## src/design/ies_pkg.sv

```systemverilog
// Shared types and constants for the incidence edge store.
// Used by the controller, the datapath and the top level; depends on nothing.
package ies_pkg;

    // Table sizes
    localparam int MAX_VERTICES = 64;
    localparam int MAX_EDGES    = 256;

    // Field widths
    localparam int REQ_W       = 2;
    localparam int VERT_W      = 6;
    localparam int WEIGHT_W    = 16;
    localparam int MAG_W       = WEIGHT_W - 1;
    localparam int STATUS_W    = 2;
    localparam int VCOUNT_W    = 7;
    localparam int EDGE_ADDR_W = $clog2(MAX_EDGES);
    localparam int EDGE_CNT_W  = $clog2(MAX_EDGES + 1);
    localparam int ENTRY_W     = 2 * VERT_W + WEIGHT_W;
    localparam int S_TDATA_W   = ((2 * VERT_W + WEIGHT_W + 7) / 8) * 8;
    localparam int M_TDATA_W   = ((WEIGHT_W + 7) / 8) * 8;

    localparam logic [VCOUNT_W-1:0] VCOUNT_RESET = VCOUNT_W'(64);

    // Request codes
    localparam logic [REQ_W-1:0] REQ_ADD   = 2'd0;
    localparam logic [REQ_W-1:0] REQ_QUERY = 2'd1;
    localparam logic [REQ_W-1:0] REQ_MIN   = 2'd2;

    // Result status codes
    localparam logic [STATUS_W-1:0] STAT_OK   = 2'd0;
    localparam logic [STATUS_W-1:0] STAT_MISS = 2'd1;
    localparam logic [STATUS_W-1:0] STAT_FULL = 2'd2;
    localparam logic [STATUS_W-1:0] STAT_BADV = 2'd3;

    // Controller to datapath commands
    typedef struct packed {
        logic start;   // latch the request, clear the scan
        logic step;    // read the next edge entry
        logic finish;  // commit the result, append on a successful add
    } ies_cmd_t;

    // Datapath to controller status
    typedef struct packed {
        logic need_scan;  // request must look through the stored edges
        logic scan_end;   // every stored edge has been read
        logic out_free;   // output register can take a result now
    } ies_sts_t;

endpackage

```

## src/design/ies_ctrl.sv

```systemverilog
// Request sequencer of the incidence edge store: accept, scan, commit.
// Depends on ies_pkg for the command and status structs.
module ies_ctrl (
    input  logic              clk,
    input  logic              rst_n,
    input  logic              s_tvalid,
    output logic              s_tready,
    input  ies_pkg::ies_sts_t sts,
    output ies_pkg::ies_cmd_t cmd
);
    import ies_pkg::*;

    localparam logic [1:0] S_IDLE = 2'd0;
    localparam logic [1:0] S_PREP = 2'd1;
    localparam logic [1:0] S_SCAN = 2'd2;
    localparam logic [1:0] S_DONE = 2'd3;

    logic [1:0] state_reg;
    logic [1:0] state_next;

    assign s_tready = (state_reg == S_IDLE);

    // Next state and commands
    always_comb
    begin
        state_next = state_reg;
        cmd        = '0;
        unique case (state_reg)
            S_IDLE:
            begin
                if (s_tvalid)
                begin
                    cmd.start  = 1'b1;
                    state_next = S_PREP;
                end
            end
            S_PREP:
            begin
                state_next = sts.need_scan ? S_SCAN : S_DONE;
            end
            S_SCAN:
            begin
                if (sts.scan_end)
                begin
                    state_next = S_DONE;
                end
                else
                begin
                    cmd.step = 1'b1;
                end
            end
            S_DONE:
            begin
                // Hold until the output register has room
                if (sts.out_free)
                begin
                    cmd.finish = 1'b1;
                    state_next = S_IDLE;
                end
            end
            default:
            begin
                state_next = S_IDLE;
            end
        endcase
    end

    always_ff @(posedge clk or negedge rst_n)
    begin
        if (!rst_n)
        begin
            state_reg <= S_IDLE;
        end
        else
        begin
            state_reg <= state_next;
        end
    end

    // Commands are mutually exclusive
    assert property (@(posedge clk) disable iff (!rst_n)
        $onehot0({cmd.start, cmd.step, cmd.finish}))
        else $error("ies_ctrl: overlapping commands");

    // A finished request always returns to idle
    assert property (@(posedge clk) disable iff (!rst_n)
        cmd.finish |=> s_tready)
        else $error("ies_ctrl: not idle after finish");

    // Accepting a transaction always leaves idle
    assert property (@(posedge clk) disable iff (!rst_n)
        cmd.start |=> !s_tready)
        else $error("ies_ctrl: still idle after accept");

endmodule

```

## config.mk

```make
export PLATFORM = sky130hd
export DESIGN_NAME = ies_ctrl
export DESIGN_NICKNAME = d
export VERILOG_FILES = /design/src/design/ies_pkg.sv /design/src/design/ies_ctrl.sv
export SDC_FILE = /design/constraint.sdc
export NUM_CORES = 1
export LEC_CHECK = 0
export ABC_AREA = 1
export BUFFER_PORTS_ARGS = -buffer_cell sky130_fd_sc_hd__buf_2
export CAP_MARGIN = 25
export CORE_AREA = 2 2 39 41
export DETAILED_ROUTE_END_ITERATION = 6
export DIE_AREA = 0 0 41 43
export GPL_ROUTABILITY_DRIVEN = 0
export GPL_TIMING_DRIVEN = 0
export HOLD_SLACK_MARGIN = 0.1
export SLEW_MARGIN = 20
export SYNTH_ARGS = -nofsm -noshare
export SYNTH_HDL_FRONTEND = slang
export SYNTH_SLANG_ARGS = --single-unit
export TNS_END_PERCENT = 100
```

## constraint.sdc

```tcl
create_clock -name clk -period 0.97 [get_ports clk]
set_input_delay 0.0485 -clock clk [delete_from_list [all_inputs] [get_ports clk]]
set_output_delay 0.0485 -clock clk [all_outputs]
set_load 0.005 [all_outputs]
```

==> flow_summary.ini <==
[status]
status = complete, but fails checks
violations = setup timing

[yosys]
synth_fp_nets = 44
synth.avg_cell_area_um2 = 6.808
syn_area_um2 = 231.5
syn_inst = 34
yosysSeqAreaShare_pct = 21.62
ys_ff_latch = 2
synth_cell_types = 9
yosys_warnings = 0

[timing]
final-setup-viol-count = 6
rsz0062_at_grt = yes
max_freq_mhz = 879.5
slew_headroom_pct = 91.27
finalCriticalPeriod_ns = 1.137
clock_skew_ns = 0.006673
finalHoldViolCount = 0
fin_crit_sh_pct = 117.2
tightestPinTransition_ns = 0.1310
layout_setup_ws_ns = -0.1670
maxSlewViolCount = 0

[worst_setup_path]
critical-path-top-delay-family = flip-flops
path_cells = inv_2 -> ha_4 -> nand2_1 -> inv_1 -> buf_2
cp-start-kind = register
slowest_stage = dfrtp_1
cpPeakStageDelay_ns = 0.39
cp_num_buf_inv = 3
endpoint_kind = output pin
critPathMaxFanout = 4
rrSetupSlack_ns = -0.13
cp.required_ns = 0.92
path_class = reg -> out
cp.arrival_ns = 1.09

[clocking]
tritoncts = yes
cts.sinks = 2
clk_pin_slew_worst_paths_ns = 0.04
cts_buffers = 3
cts_buffer_depth = 2
root_buffer = clkbuf_4
clkLatencyLatePin_ns = 0.23
htreeDepth = 1

[detailed_routing]
firstDrtPassIters = 1
wl_um = 397
post-route-drc-count = 0
vias = 226
viasPerCell = 3.477
drtIter0Drc = 0
post_drt_wl_per_cell_um = 6.108
antenna_left = 0

[final_layout]
final_nets = 60
num_antenna_cells = 0
final_cell_area_um2 = 374.1
nFillCells = 167
postLayoutCoreUtil_pct = 27.03
area_delta_synth_final_pct = 61.62
largest_register_ff_count = 2
final_cell_mix = 9 x nand2_1, 9 x buf_2, 7 x inv_1
drive_above_1_share_pct = 55.10

[placement]
placed_cell_area_um2 = 330.3
dp_hpwl_um = 339.6
port_buffers = 9
place_ws_ns = -0.1251

[die]
num_io_pins = 10
die_h_um = 43
rows = 14
initial_core_util_pct = 16.73
die_w_um = 41
core_area_mm2 = 0.001384
die_area_mm2 = 0.001763

[power_and_ir_drop]
powerDensity_mw_per_mm2 = 2812
peakVddDrop_mv = 1.107
leakage_nw = 0.2378

[run]
maxCapViolations = 0

[grt]
first_global_vias = 230
grt_pass1_wl_um = 752
track_usage_pct = 6.620
antenna_found_initial = 0
overflow = 0
grt_max_degree = 6

[worst_hold_path]
hold_path_class = in -> async
[path summary, 6_finish.rpt]
path,from,endpoint,cells after the start
worst min register to register,state_reg[1],state_reg[1],2
max in group asynchronous,rst_n,state_reg[1],2
min in group clk,sts[2],state_reg[0],6
worst max-delay path,state_reg[0],cmd[2],5
worst min-delay path,rst_n,state_reg[1],2
worst max register to register,state_reg[0],state_reg[0],6
[routing by layer]
layer | GRT usage, % | wire [µm] | vias up
met1 | 5.449 | 143 | 97
li1 | - | - | 125
met5 | 0 | 0 | -
met2 | 10.63 | 234 | 4
met3 | 3.141 | 20 | 0
met4 | 6.000 | 0 | 0
[metrics by stage]
step / setup TNS (ns) / instances / power (W) / hold WS [ns]
finish: -0.7541 / 65 / 0.001052 / 0.1289
CTS: -0.8395 / 65 / 0.001087 / 0.1169
detailed placement: -0.2469 / 59 / 0.0008300 / -0.1644
global placement: -0.2233 / 59 / 0.0008140 / -0.1651
floorplan: -0.07612 / 34 / 0.0006797 / -0.2471
global route: -1.151 / 65 / 0.001182 / 0.1387
[Yosys cell counts, drive strengths merged]
cell type  instances  area share (%)
dfrtp              2              22
nand2             13              28
inv               11              18
ha                 4              22
nor2               1             4.9
nand3              3             6.5
[timing repair]
| item | in CTS | in global routing |
|---|---|---|
| pin swaps | 1 | 1 |
| setup buffers | 1 | 0 |
| hold buffers | 1 | 0 |
| cloned | 0 | 0 |
| gates resized for setup | 1 | 0 |
| hold endpoints to repair | 2 | 0 |
| endpoints found under the setup margin | 6 | 6 |
[power by group]
part / leakage [nW] / switching, W / internal (W) / total (W)
clock network: 0.0150 / 0.0000538 / 0.000153 / 0.000207
logic: 0.200 / 0.000339 / 0.000308 / 0.000647
registers: 0.0229 / 0.0000615 / 0.000136 / 0.000198
total: 0.238 / 0.000454 / 0.000598 / 0.00105
[cell type report]
class                           instances  area (µm²)  area share [%]
Inverter                               11       41.29           11.04
Multi-Input combinational cell         21       172.7           46.15
Sequential cell                         2       51.30           13.71
Timing Repair Buffer                   11       62.56           16.72
Tap cell                               16       20.02           5.351
Clock buffer                            4       26.28           7.023
[cells by family (layout without fill, tap and decap cells)]
family	count (synthesis)	after routing	share of synthesized area, %
AND/OR/NAND/NOR	17	17	38.92
buffers and inverters	11	26	17.84
adder cells (fa/ha/maj)	4	4	21.62
flip-flops	2	2	21.62
No activity file was read; power rests on OpenSTA's default activity.
